`src/hw/rtl/bmct_pkg.sv`:
```
// Shared types, constants and helpers for the binary mask centroid tracker.
// No dependencies; used by bmct_iter_unit and binary_mask_centroid_tracker_core.
package bmct_pkg;

    localparam int SUM_W    = 30;   // coordinate sums
    localparam int CNT_W    = 21;   // set pixel count
    localparam int POS_W    = 10;   // tracked position
    localparam int DIM_W    = 11;   // width, height, diagonal registers
    localparam int PIX_W    = 21;   // frame pixel count register
    localparam int CFG_W    = 21;   // config data bus
    localparam int SQ_W     = 20;   // one squared distance term
    localparam int RAD_W    = 22;   // radicand width seen by the square root
    localparam int REM_W    = 22;   // partial remainder
    localparam int ROOT_W   = 11;
    localparam int ROOT5_W  = 14;
    localparam int PROD_W   = CNT_W + 8;
    localparam int STEP_W   = 5;

    localparam logic [STEP_W-1:0] DIV_STEPS  = STEP_W'(SUM_W);
    localparam logic [STEP_W-1:0] SQRT_STEPS = STEP_W'(RAD_W / 2);
    localparam logic [POS_W-1:0]  POS_MAX    = '1;

    typedef logic [1:0] t_cfg_idx;
    localparam t_cfg_idx CFG_FRAME_WIDTH  = 2'd0;
    localparam t_cfg_idx CFG_FRAME_HEIGHT = 2'd1;
    localparam t_cfg_idx CFG_FRAME_PIXELS = 2'd2;
    localparam t_cfg_idx CFG_DIAGONAL     = 2'd3;

    localparam logic [DIM_W-1:0] RST_FRAME_WIDTH  = DIM_W'(320);
    localparam logic [DIM_W-1:0] RST_FRAME_HEIGHT = DIM_W'(240);
    localparam logic [PIX_W-1:0] RST_FRAME_PIXELS = PIX_W'(76800);
    localparam logic [DIM_W-1:0] RST_DIAGONAL     = DIM_W'(400);

    typedef enum logic [3:0] {
        ST_IDLE,
        ST_CENTROID,
        ST_DIV_COL,
        ST_DIV_ROW,
        ST_GATE,
        ST_SQ_X,
        ST_SQ_Y,
        ST_ROOT_START,
        ST_SQRT,
        ST_FINISH
    } t_state;

    typedef enum logic {
        ITER_DIV,
        ITER_SQRT
    } t_iter_mode;

    typedef struct packed {
        logic       start;
        t_iter_mode mode;
    } t_iter_req;

    typedef struct packed {
        logic busy;
        logic done;
    } t_iter_stat;

    // Quotient clamp to the position range.
    function automatic logic [POS_W-1:0] f_clamp_pos(input logic [SUM_W-1:0] q);
        return (|q[SUM_W-1:POS_W]) ? POS_MAX : q[POS_W-1:0];
    endfunction

    // 200 * count > pixels, with 200 = 128 + 64 + 8.
    function automatic logic f_present(input logic [CNT_W-1:0] cnt,
                                       input logic [PIX_W-1:0] pixels);
        logic [PROD_W-1:0] prod;
        prod = PROD_W'({cnt, 7'b0}) + PROD_W'({cnt, 6'b0}) + PROD_W'({cnt, 3'b0});
        return prod > PROD_W'(pixels);
    endfunction

endpackage

```
`src/hw/rtl/binary_mask_centroid_tracker_core.sv`:
```
// Top level of the binary mask centroid tracker: pixel accumulation, frame-end sequencer,
// gate decision and result register. Depends on bmct_pkg and bmct_iter_unit.
//
//   channel   direction  handshake           word
//   pixel     in         i_valid / o_stall   i_mask_bit, i_end_of_frame, i_objects_found
//   result    out        o_valid / i_stall   o_pupil_col, o_pupil_row, o_pupil_present
//   config    in         i_cfg_we            i_cfg_index, i_cfg_data
//
// Ordinary pixels are taken one per clock while the sequencer is idle. A pixel word with
// end of frame starts the frame-end sequence: two restoring divisions, column then row,
// a square root on the shared iterative unit and control steps, during which o_stall is
// high. With no objects it goes straight to the final step; with objects but no lock yet
// the square root is skipped. The final step waits for the result register to be free,
// so a stalled result blocks only the next frame end. Reset is synchronous, active low,
// and restores the default frame geometry and an unlocked (0,0) position.
module binary_mask_centroid_tracker_core #(
    parameter int MAX_WIDTH  = 1024,
    parameter int MAX_HEIGHT = 1024
) (
    input  logic                         i_clk,
    input  logic                         i_rst_n,
    input  logic                         i_cfg_we,
    input  bmct_pkg::t_cfg_idx           i_cfg_index,
    input  logic [bmct_pkg::CFG_W-1:0]   i_cfg_data,
    input  logic                         i_valid,
    output logic                         o_stall,
    input  logic                         i_mask_bit,
    input  logic                         i_end_of_frame,
    input  logic                         i_objects_found,
    output logic                         o_valid,
    input  logic                         i_stall,
    output logic [bmct_pkg::POS_W-1:0]   o_pupil_col,
    output logic [bmct_pkg::POS_W-1:0]   o_pupil_row,
    output logic                         o_pupil_present
);
    import bmct_pkg::*;

    localparam int CW  = $clog2(MAX_WIDTH);
    localparam int RW  = $clog2(MAX_HEIGHT);
    localparam int WCW = (CW + 1 > DIM_W) ? CW + 1 : DIM_W;   // compare width, columns
    localparam int WRW = (RW + 1 > DIM_W) ? RW + 1 : DIM_W;   // compare width, rows

    // ---------------- configuration registers ----------------
    logic [DIM_W-1:0] r_frame_width;
    logic [DIM_W-1:0] r_frame_height;
    logic [PIX_W-1:0] r_frame_pixels;
    logic [DIM_W-1:0] r_diag;

    always_ff @(posedge i_clk) begin
        if (!i_rst_n) begin
            r_frame_width  <= RST_FRAME_WIDTH;
            r_frame_height <= RST_FRAME_HEIGHT;
            r_frame_pixels <= RST_FRAME_PIXELS;
            r_diag         <= RST_DIAGONAL;
        end else if (i_cfg_we) begin
            case (i_cfg_index)
                CFG_FRAME_WIDTH:  r_frame_width  <= i_cfg_data[DIM_W-1:0];
                CFG_FRAME_HEIGHT: r_frame_height <= i_cfg_data[DIM_W-1:0];
                CFG_FRAME_PIXELS: r_frame_pixels <= i_cfg_data[PIX_W-1:0];
                CFG_DIAGONAL:     r_diag         <= i_cfg_data[DIM_W-1:0];
                default:          r_diag         <= r_diag;
            endcase
        end
    end

    // ---------------- state ----------------
    t_state             r_state;
    t_state             n_state;

    logic [CW-1:0]      r_col_cnt;
    logic [RW-1:0]      r_row_cnt;
    logic [SUM_W-1:0]   r_col_sum;
    logic [SUM_W-1:0]   r_row_sum;
    logic [CNT_W-1:0]   r_set_cnt;

    logic               r_found;
    logic               r_take;
    logic [POS_W-1:0]   r_cx;
    logic [POS_W-1:0]   r_cy;
    logic [POS_W-1:0]   r_dx;
    logic [POS_W-1:0]   r_dy;
    logic [SQ_W-1:0]    r_sq_a;
    logic [SQ_W-1:0]    r_sq_b;

    logic [POS_W-1:0]   r_trk_col;
    logic [POS_W-1:0]   r_trk_row;
    logic               r_present;

    logic               r_o_valid;
    logic [POS_W-1:0]   r_o_col;
    logic [POS_W-1:0]   r_o_row;
    logic               r_o_present;

    logic               in_acc;
    logic               out_free;
    logic               trk_zero;

    t_iter_req          iter_req;
    t_iter_stat         iter_stat;
    logic [SUM_W-1:0]   iter_operand;
    logic [SUM_W-1:0]   iter_result;

    assign in_acc   = i_valid && !o_stall;
    assign out_free = !r_o_valid || !i_stall;
    assign trk_zero = (r_trk_col == '0) && (r_trk_row == '0);

    // ---------------- pixel accumulation ----------------
    logic [SUM_W:0]     col_add;
    logic [SUM_W:0]     row_add;
    logic [CNT_W:0]     cnt_add;
    logic [CW:0]        nc;
    logic [RW:0]        nr;
    logic               col_wrap;
    logic               row_wrap;

    always_comb begin
        col_add  = {1'b0, r_col_sum} + (SUM_W+1)'(r_col_cnt);
        row_add  = {1'b0, r_row_sum} + (SUM_W+1)'(r_row_cnt);
        cnt_add  = {1'b0, r_set_cnt} + (CNT_W+1)'(1);
        nc       = {1'b0, r_col_cnt} + (CW+1)'(1);
        nr       = {1'b0, r_row_cnt} + (RW+1)'(1);
        // a width of zero wraps on every pixel, same as a width of one
        col_wrap = (WCW'(nc) >= WCW'(r_frame_width)) || (nc >= (CW+1)'(MAX_WIDTH));
        row_wrap = (WRW'(nr) >= WRW'(r_frame_height)) || (nr >= (RW+1)'(MAX_HEIGHT));
    end

    always_ff @(posedge i_clk) begin
        if (!i_rst_n) begin
            r_col_sum <= '0;
            r_row_sum <= '0;
            r_set_cnt <= '0;
        end else if (r_state == ST_FINISH && out_free) begin
            r_col_sum <= '0;
            r_row_sum <= '0;
            r_set_cnt <= '0;
        end else if (in_acc && i_mask_bit) begin
            // saturate on carry out if a frame end never shows up
            r_col_sum <= col_add[SUM_W] ? '1 : col_add[SUM_W-1:0];
            r_row_sum <= row_add[SUM_W] ? '1 : row_add[SUM_W-1:0];
            r_set_cnt <= cnt_add[CNT_W] ? '1 : cnt_add[CNT_W-1:0];
        end
    end

    always_ff @(posedge i_clk) begin
        if (!i_rst_n) begin
            r_col_cnt <= '0;
            r_row_cnt <= '0;
        end else if (in_acc) begin
            if (i_end_of_frame) begin
                r_col_cnt <= '0;
                r_row_cnt <= '0;
            end else if (col_wrap) begin
                r_col_cnt <= '0;
                r_row_cnt <= row_wrap ? '0 : nr[RW-1:0];
            end else begin
                r_col_cnt <= nc[CW-1:0];
            end
        end
    end

    // ---------------- frame-end sequencer ----------------
    always_ff @(posedge i_clk) begin
        if (!i_rst_n) begin
            r_state <= ST_IDLE;
        end else begin
            r_state <= n_state;
        end
    end

    always_comb begin
        n_state = r_state;
        case (r_state)
            ST_IDLE: begin
                if (in_acc && i_end_of_frame) n_state = ST_CENTROID;
            end
            ST_CENTROID: begin
                if (!r_found)                n_state = ST_FINISH;
                else if (r_set_cnt == '0)    n_state = ST_GATE;
                else                         n_state = ST_DIV_COL;
            end
            ST_DIV_COL: begin
                if (iter_stat.done) n_state = ST_DIV_ROW;
            end
            ST_DIV_ROW: begin
                if (iter_stat.done) n_state = ST_GATE;
            end
            ST_GATE: begin
                n_state = trk_zero ? ST_FINISH : ST_SQ_X;
            end
            ST_SQ_X:       n_state = ST_SQ_Y;
            ST_SQ_Y:       n_state = ST_ROOT_START;
            ST_ROOT_START: n_state = ST_SQRT;
            ST_SQRT: begin
                if (iter_stat.done) n_state = ST_FINISH;
            end
            ST_FINISH: begin
                if (out_free) n_state = ST_IDLE;
            end
            default: n_state = ST_IDLE;
        endcase
    end

    // sequencer outputs: input stall and requests to the shared unit
    always_comb begin
        o_stall        = 1'b1;
        iter_req.start = 1'b0;
        iter_req.mode  = ITER_DIV;
        iter_operand   = r_col_sum;
        case (r_state)
            ST_IDLE: begin
                o_stall = 1'b0;
            end
            ST_CENTROID: begin
                iter_req.start = r_found && (r_set_cnt != '0);
            end
            ST_DIV_COL: begin
                iter_req.start = iter_stat.done;
                iter_operand   = r_row_sum;
            end
            ST_ROOT_START: begin
                iter_req.start = 1'b1;
                iter_req.mode  = ITER_SQRT;
                iter_operand   = SUM_W'(r_sq_a) + SUM_W'(r_sq_b);
            end
            default: begin
                o_stall = 1'b1;
            end
        endcase
    end

    bmct_iter_unit u_iter (
        .i_clk     (i_clk),
        .i_rst_n   (i_rst_n),
        .i_req     (iter_req),
        .i_operand (iter_operand),
        .i_divisor (r_set_cnt),
        .o_stat    (iter_stat),
        .o_result  (iter_result)
    );

    // ---------------- centroid and gate datapath ----------------
    logic [ROOT_W-1:0]  root;
    logic [ROOT5_W-1:0] root5;

    assign root  = iter_result[ROOT_W-1:0];
    assign root5 = ROOT5_W'({root, 2'b00}) + ROOT5_W'(root);

    always_ff @(posedge i_clk) begin
        case (r_state)
            ST_IDLE: begin
                if (in_acc && i_end_of_frame) r_found <= i_objects_found;
            end
            ST_CENTROID: begin
                // empty frame with objects gives a (0,0) centroid
                r_cx   <= '0;
                r_cy   <= '0;
                r_take <= 1'b0;
            end
            ST_DIV_COL: begin
                if (iter_stat.done) r_cx <= f_clamp_pos(iter_result);
            end
            ST_DIV_ROW: begin
                if (iter_stat.done) r_cy <= f_clamp_pos(iter_result);
            end
            ST_GATE: begin
                r_dx   <= (r_trk_col > r_cx) ? r_trk_col - r_cx : r_cx - r_trk_col;
                r_dy   <= (r_trk_row > r_cy) ? r_trk_row - r_cy : r_cy - r_trk_row;
                r_take <= trk_zero;   // no lock yet: take the centroid
            end
            ST_SQ_X: begin
                r_sq_a <= SQ_W'(r_dx) * SQ_W'(r_dx);
            end
            ST_SQ_Y: begin
                r_sq_b <= SQ_W'(r_dy) * SQ_W'(r_dy);
            end
            ST_SQRT: begin
                if (iter_stat.done) r_take <= root5 < ROOT5_W'(r_diag);
            end
            default: begin
                r_take <= r_take;
            end
        endcase
    end

    // ---------------- tracked position and result register ----------------
    always_ff @(posedge i_clk) begin
        if (!i_rst_n) begin
            r_trk_col <= '0;
            r_trk_row <= '0;
            r_present <= 1'b0;
        end else if (r_state == ST_FINISH && out_free && r_take) begin
            r_trk_col <= r_cx;
            r_trk_row <= r_cy;
            r_present <= f_present(r_set_cnt, r_frame_pixels);
        end
    end

    always_ff @(posedge i_clk) begin
        if (!i_rst_n) begin
            r_o_valid <= 1'b0;
        end else if (r_state == ST_FINISH && out_free) begin
            r_o_valid <= 1'b1;
        end else if (!i_stall) begin
            r_o_valid <= 1'b0;
        end
    end

    always_ff @(posedge i_clk) begin
        if (r_state == ST_FINISH && out_free) begin
            r_o_col     <= r_take ? r_cx : r_trk_col;
            r_o_row     <= r_take ? r_cy : r_trk_row;
            r_o_present <= r_take ? f_present(r_set_cnt, r_frame_pixels) : r_present;
        end
    end

    assign o_valid         = r_o_valid;
    assign o_pupil_col     = r_o_col;
    assign o_pupil_row     = r_o_row;
    assign o_pupil_present = r_o_present;

    // ---------------- assertions ----------------
    a_eof_stalls: assert property (@(posedge i_clk) disable iff (!i_rst_n)
        (in_acc && i_end_of_frame) |=> o_stall)
        else $error("pixel accepted right after a frame end word");

    a_result_from_finish: assert property (@(posedge i_clk) disable iff (!i_rst_n)
        $rose(o_valid) |-> $past(r_state == ST_FINISH))
        else $error("result word raised outside the final step");

    a_track_hold: assert property (@(posedge i_clk) disable iff (!i_rst_n)
        (i_rst_n && r_state != ST_FINISH) |=> ($stable(r_trk_col) && $stable(r_trk_row)))
        else $error("tracked position moved outside the final step");

    a_unit_idle: assert property (@(posedge i_clk) disable iff (!i_rst_n)
        (r_state == ST_IDLE) |-> !iter_stat.busy)
        else $error("shared unit busy while taking pixels");

endmodule

```
`src/hw/rtl/bmct_iter_unit.sv`:
```
// Shared iterative compare-subtract unit: restoring divide or integer square root.
// Depends on bmct_pkg.
module bmct_iter_unit (
    input  logic                       i_clk,
    input  logic                       i_rst_n,
    input  bmct_pkg::t_iter_req        i_req,
    input  logic [bmct_pkg::SUM_W-1:0] i_operand,
    input  logic [bmct_pkg::CNT_W-1:0] i_divisor,
    output bmct_pkg::t_iter_stat       o_stat,
    output logic [bmct_pkg::SUM_W-1:0] o_result
);
    import bmct_pkg::*;

    logic              r_busy;
    logic [STEP_W-1:0] r_cnt;
    t_iter_mode        r_mode;
    logic [SUM_W-1:0]  r_acc;
    logic [REM_W-1:0]  r_rem;
    logic [SUM_W-1:0]  r_q;
    logic [CNT_W-1:0]  r_div;

    logic [REM_W-1:0]  trial_a;
    logic [REM_W-1:0]  trial_b;
    logic [REM_W:0]    diff;
    logic              ge;

    // one step: bring in the next dividend bit (or radicand bit pair), try a subtract
    always_comb begin
        if (r_mode == ITER_DIV) begin
            trial_a = {r_rem[REM_W-2:0], r_acc[SUM_W-1]};
            trial_b = REM_W'(r_div);
        end else begin
            trial_a = {r_rem[REM_W-3:0], r_acc[SUM_W-1 -: 2]};
            trial_b = {r_q[REM_W-3:0], 2'b01};
        end
        diff = {1'b0, trial_a} - {1'b0, trial_b};
        ge   = !diff[REM_W];
    end

    always_ff @(posedge i_clk) begin
        if (!i_rst_n) begin
            r_busy <= 1'b0;
            r_cnt  <= '0;
        end else if (i_req.start) begin
            r_busy <= 1'b1;
            r_cnt  <= (i_req.mode == ITER_DIV) ? DIV_STEPS : SQRT_STEPS;
        end else if (r_busy) begin
            if (r_cnt == '0) begin
                r_busy <= 1'b0;
            end else begin
                r_cnt <= r_cnt - STEP_W'(1);
            end
        end
    end

    always_ff @(posedge i_clk) begin
        if (i_req.start) begin
            r_mode <= i_req.mode;
            r_div  <= i_divisor;
            r_rem  <= '0;
            r_q    <= '0;
            if (i_req.mode == ITER_DIV) begin
                r_acc <= i_operand;
            end else begin
                r_acc <= {i_operand[RAD_W-1:0], {(SUM_W-RAD_W){1'b0}}};
            end
        end else if (r_busy && r_cnt != '0) begin
            r_rem <= ge ? diff[REM_W-1:0] : trial_a;
            r_q   <= {r_q[SUM_W-2:0], ge};
            r_acc <= (r_mode == ITER_DIV) ? (r_acc << 1) : (r_acc << 2);
        end
    end

    assign o_stat.busy = r_busy;
    assign o_stat.done = r_busy && (r_cnt == '0);
    assign o_result    = r_q;

endmodule
```
`config.mk`:
```
export PLATFORM = sky130hd
export DESIGN_NAME = binary_mask_centroid_tracker_core
export DESIGN_NICKNAME = d
export VERILOG_FILES = /design/src/hw/rtl/bmct_pkg.sv /design/src/hw/rtl/binary_mask_centroid_tracker_core.sv /design/src/hw/rtl/bmct_iter_unit.sv
export SDC_FILE = /design/constraint.sdc
export NUM_CORES = 1
export LEC_CHECK = 0
export ABC_AREA = 0
export BUFFER_PORTS_ARGS = -buffer_cell sky130_fd_sc_hd__buf_2
export CAP_MARGIN = 20
export CORE_ASPECT_RATIO = 0.8
export CORE_MARGIN = 1.5
export CORE_UTILIZATION = 60
export CTS_BUF_LIST = sky130_fd_sc_hd__clkbuf_16
export DETAILED_ROUTE_END_ITERATION = 12
export PLACE_DENSITY = 0.77
export SLEW_MARGIN = 15
export SYNTH_ARGS = -nofsm -noshare
export SYNTH_HDL_FRONTEND = slang
export SYNTH_HIERARCHICAL = 1
export SYNTH_SLANG_ARGS = --single-unit
```
`constraint.sdc`:
```
create_clock -name i_clk -period 9.86 [get_ports i_clk]
set_input_delay 0 -clock i_clk [delete_from_list [all_inputs] [get_ports i_clk]]
set_output_delay 0 -clock i_clk [all_outputs]
set_load 0.005 [all_outputs]
```
==> metrics.md <==
| Metric | Value |
|---|---|
| Number of inserted diodes | 0 |
| Drt total wl | between 70000 and 80000 um |
| Die ar. | between 0.05 and 0.06 mm2 |
| Setup crit end kind | flip-flop |
| Worst hold path startpoint | i_mask_bit |
| 1st-iter DRT viols | between 2k and 3k |
| CTS tree | done |
| Post-Synthesis Cells | 3325 |
| Setup TNS | 0 ns |
| Clk Latency, worst-skew pair | a little under 0.6 ns |
| Crit path DAT | ~6 ns |
| Clock Path Buffers | 3 |
| PwrDens | 239 mW/mm2 |
| Hold Path Cell Cnt | 4 |
| Routed Antenna Nets | 0 |
| Tmin final | 5.86 ns |
| Mean Syn Cell Area | between 8 and 9 um2 |
| Worst rel slew slack | between 20% and 30% |
| WHS Endpoint | r_set_cnt[0]$_SDFFE_PP0P_ |
| Reg2Reg Depth | 18 |
| Worst-path clk slew | 0.06 ns |
| Final Skew | 0.0298 ns |
| Clk root buf | clkbuf_16 |
| Slowest Stage Delay on Critical Path | 0.61 ns |
| Fin. max-slew vios | 0 |
| Placed wire-length estimate | around 56000 um |
| Largest net degree at the start of global routing | 100 |
| GRT Util Overall | 29.4% |
| Startpoint class of the critical path | flip-flop |
| Peak supply drop | 0.000181 V |
| Syn Std Cell Area | 0.0299 mm2 |
| Crit-path max FO | 10 |
| Warning count from the yosys run | 6 |
| # setup viols final | 0 |
| Most common cell after layout, fill and taps aside | nand2_1 |
| Die height | 203 um |
| IO buf count | between 50 and 60 |
| Wire length per cell | about 19 um |
| Fin util | between 60% and 70% |
| Initial antenna violation count | 1 |
| Initial Utilization | approximately three fifths |
| Worst reg2reg startpoint | r_dy[6]$_DFFE_PP_ |
| Status | completed |
| PnR Total Power | between 0.007 and 0.008 W |
| Min-Delay Path Class | input pin to flip-flop |
| Chip width | 253 um |
| CP Class | flip-flop to flip-flop |
| Fin. Hold Viols | 0 |
| Share of cells above drive strength 1 | between 6 and 7% |
| Clock sink count | around 390 |
| Reg2reg end | r_sq_b[18]$_DFFE_PP_ |
| H-tree lvl count | 2 |
| First-pass GRT wire length | 122000 um |
| Mapped Nets | about 3.8k |
| Num ports | between 50 and 60 |
| Via Count | 24.3k |
| Drt pass-1 iters | 8 |
| Grt ovf | 0 |
| Core box area | a little under 0.05 mm2 |
| Drt via density | about 6.0 |
| RSZ-0062 raised after global routing | false |
| Fin crit share | between 50 and 60% |
| Leak | approximately 14 nW |
| Most frequent cells in the layout | 395 x nand2_1, 313 x inv_1, 307 x ha_1, 238 x dfxtp_1, 217 x a21oi_1 |
| Net count, final | approximately 3.8k |
| Max frequency | around 170 MHz |
| Drt drc | 0 |
| Critical Path RT | ~10 ns |
| Crit-path slowest cell | o41ai_1 |
| Cell breakdown of the critical path | and2_1 -> fa_1 -> ha_1 -> inv_1 -> fa_1 -> inv_1 -> fa_1 -> inv_1 -> fa_1 -> inv_1 -> ha_1 -> and2_1 -> a221oi_1 -> o21ai_0 -> o41ai_1 -> o2111a_1 -> o21bai_1 -> xor2_1 |
| Area delta synth->final | 9.03% |
| GPL Wtd Cong | between 0.9 and 1 |
| CTS Buf Count | 44 |
| R2r setup slk | 4.00 ns |
| Num rows | 72 |
| Worst slew pin tran | between 1 and 1.5 ns |
| Max-Cap Viols | 0 |
| Number of global-route vias before repair | 23.2k |
stage by stage:
step / setup slack, ns / std cells / area, um2 / hold WS (ns)
3_3_place_gp: 4.24 / 3927 / 30600 / 0.183
4_1_cts: 4.01 / 4040 / 32600 / 0.0156
6_report: 4.00 / 4042 / 32600 / 0.0507
3_5_place_dp: 4.00 / 3929 / 30700 / 0.181
5_1_grt: 3.73 / 4042 / 32600 / 0.0507
2_1_floorplan: 4.55 / 3325 / 29900 / 0.0989
worst max path at each step:
stage	startpoint	endpoint	slack (ns)	cells after the start
after detailed placement	r_dy[6]$_DFFE_PP_	r_sq_b[18]$_DFFE_PP_	4.00	18
after global routing	r_dy[6]$_DFFE_PP_	r_sq_b[18]$_DFFE_PP_	3.73	18
after CTS	r_dy[6]$_DFFE_PP_	r_sq_b[18]$_DFFE_PP_	4.01	18
after floorplan	r_dy[6]$_DFFE_PP_	r_sq_b[18]$_DFFE_PP_	4.55	19
final	r_dy[6]$_DFFE_PP_	r_sq_b[18]$_DFFE_PP_	4.00	18
after global placement	r_dy[6]$_DFFE_PP_	r_sq_b[18]$_DFFE_PP_	4.24	18
state kept, by name, summed over array words and instances, names as in the netlist, 5 cells and up:
| name | cells |
|---|---|
| o_pupil_row | 10 |
| u_iter/r_acc | 30 |
| u_iter/r_rem | 21 |
| u_iter/r_cnt | 5 |
| r_row_sum | 30 |
| r_frame_pixels | 21 |
| r_frame_width | 11 |
| r_row_cnt | 10 |
| u_iter/o_result | 30 |
| o_pupil_col | 10 |
| r_trk_col | 10 |
| r_frame_height | 11 |
| r_col_sum | 30 |
| r_sq_b | 19 |
| u_iter/r_div | 21 |
| r_dx | 10 |
| r_set_cnt | 21 |
| r_sq_a | 19 |
| r_dy | 10 |
| r_cy | 10 |
| r_trk_row | 10 |
| r_diag | 11 |
| r_col_cnt | 10 |
| r_cx | 10 |
where the power goes:
part	switching, W	internal [W]	total [W]	leakage, nW
clock	0.000711	0.00112	0.00183	0.807
combinational	0.00221	0.00157	0.00378	9.74
sequential	0.000179	0.00200	0.00218	3.31
worst max-delay path, delay by kind of cell, from the launching register on:
| family | cells | cell delay (ns) |
|---|---|---|
| flip-flops | 1 | 0.55 |
| buffers and inverters | 4 | 0.20 |
| AND/OR/NAND/NOR | 2 | 0.44 |
| AO/OA/AOI/OAI | 5 | 1.55 |
| XOR/XNOR | 1 | 0.15 |
| adder cells (fa/ha/maj) | 6 | 2.71 |
routing by layer:
metal  GRT usage (%)  up-vias  routed length (um)
met5               0        -                   0
met4            6.35        0                1250
met3            4.33       89                5980
met2            43.8      879               32300
met1            44.9    11700               35600
li1                -    11600                   -
cell type report:
type,count,area (um2)
flip-flops and latches,391,9360
fillers,3802,16100
clock buffers,48,1200
repair buffers,109,759
inverters,312,1170
clock inverters,34,418
multi-input cells,2482,18800
well taps,666,833
timing repair:
action / CTS / global route
hold buffers: 29 / 0
setup buffers: 0 / 0
hold endpoints to repair: 74 / 0
resized for setup: 0 / 0
Power figures use the tool's default switching activity.
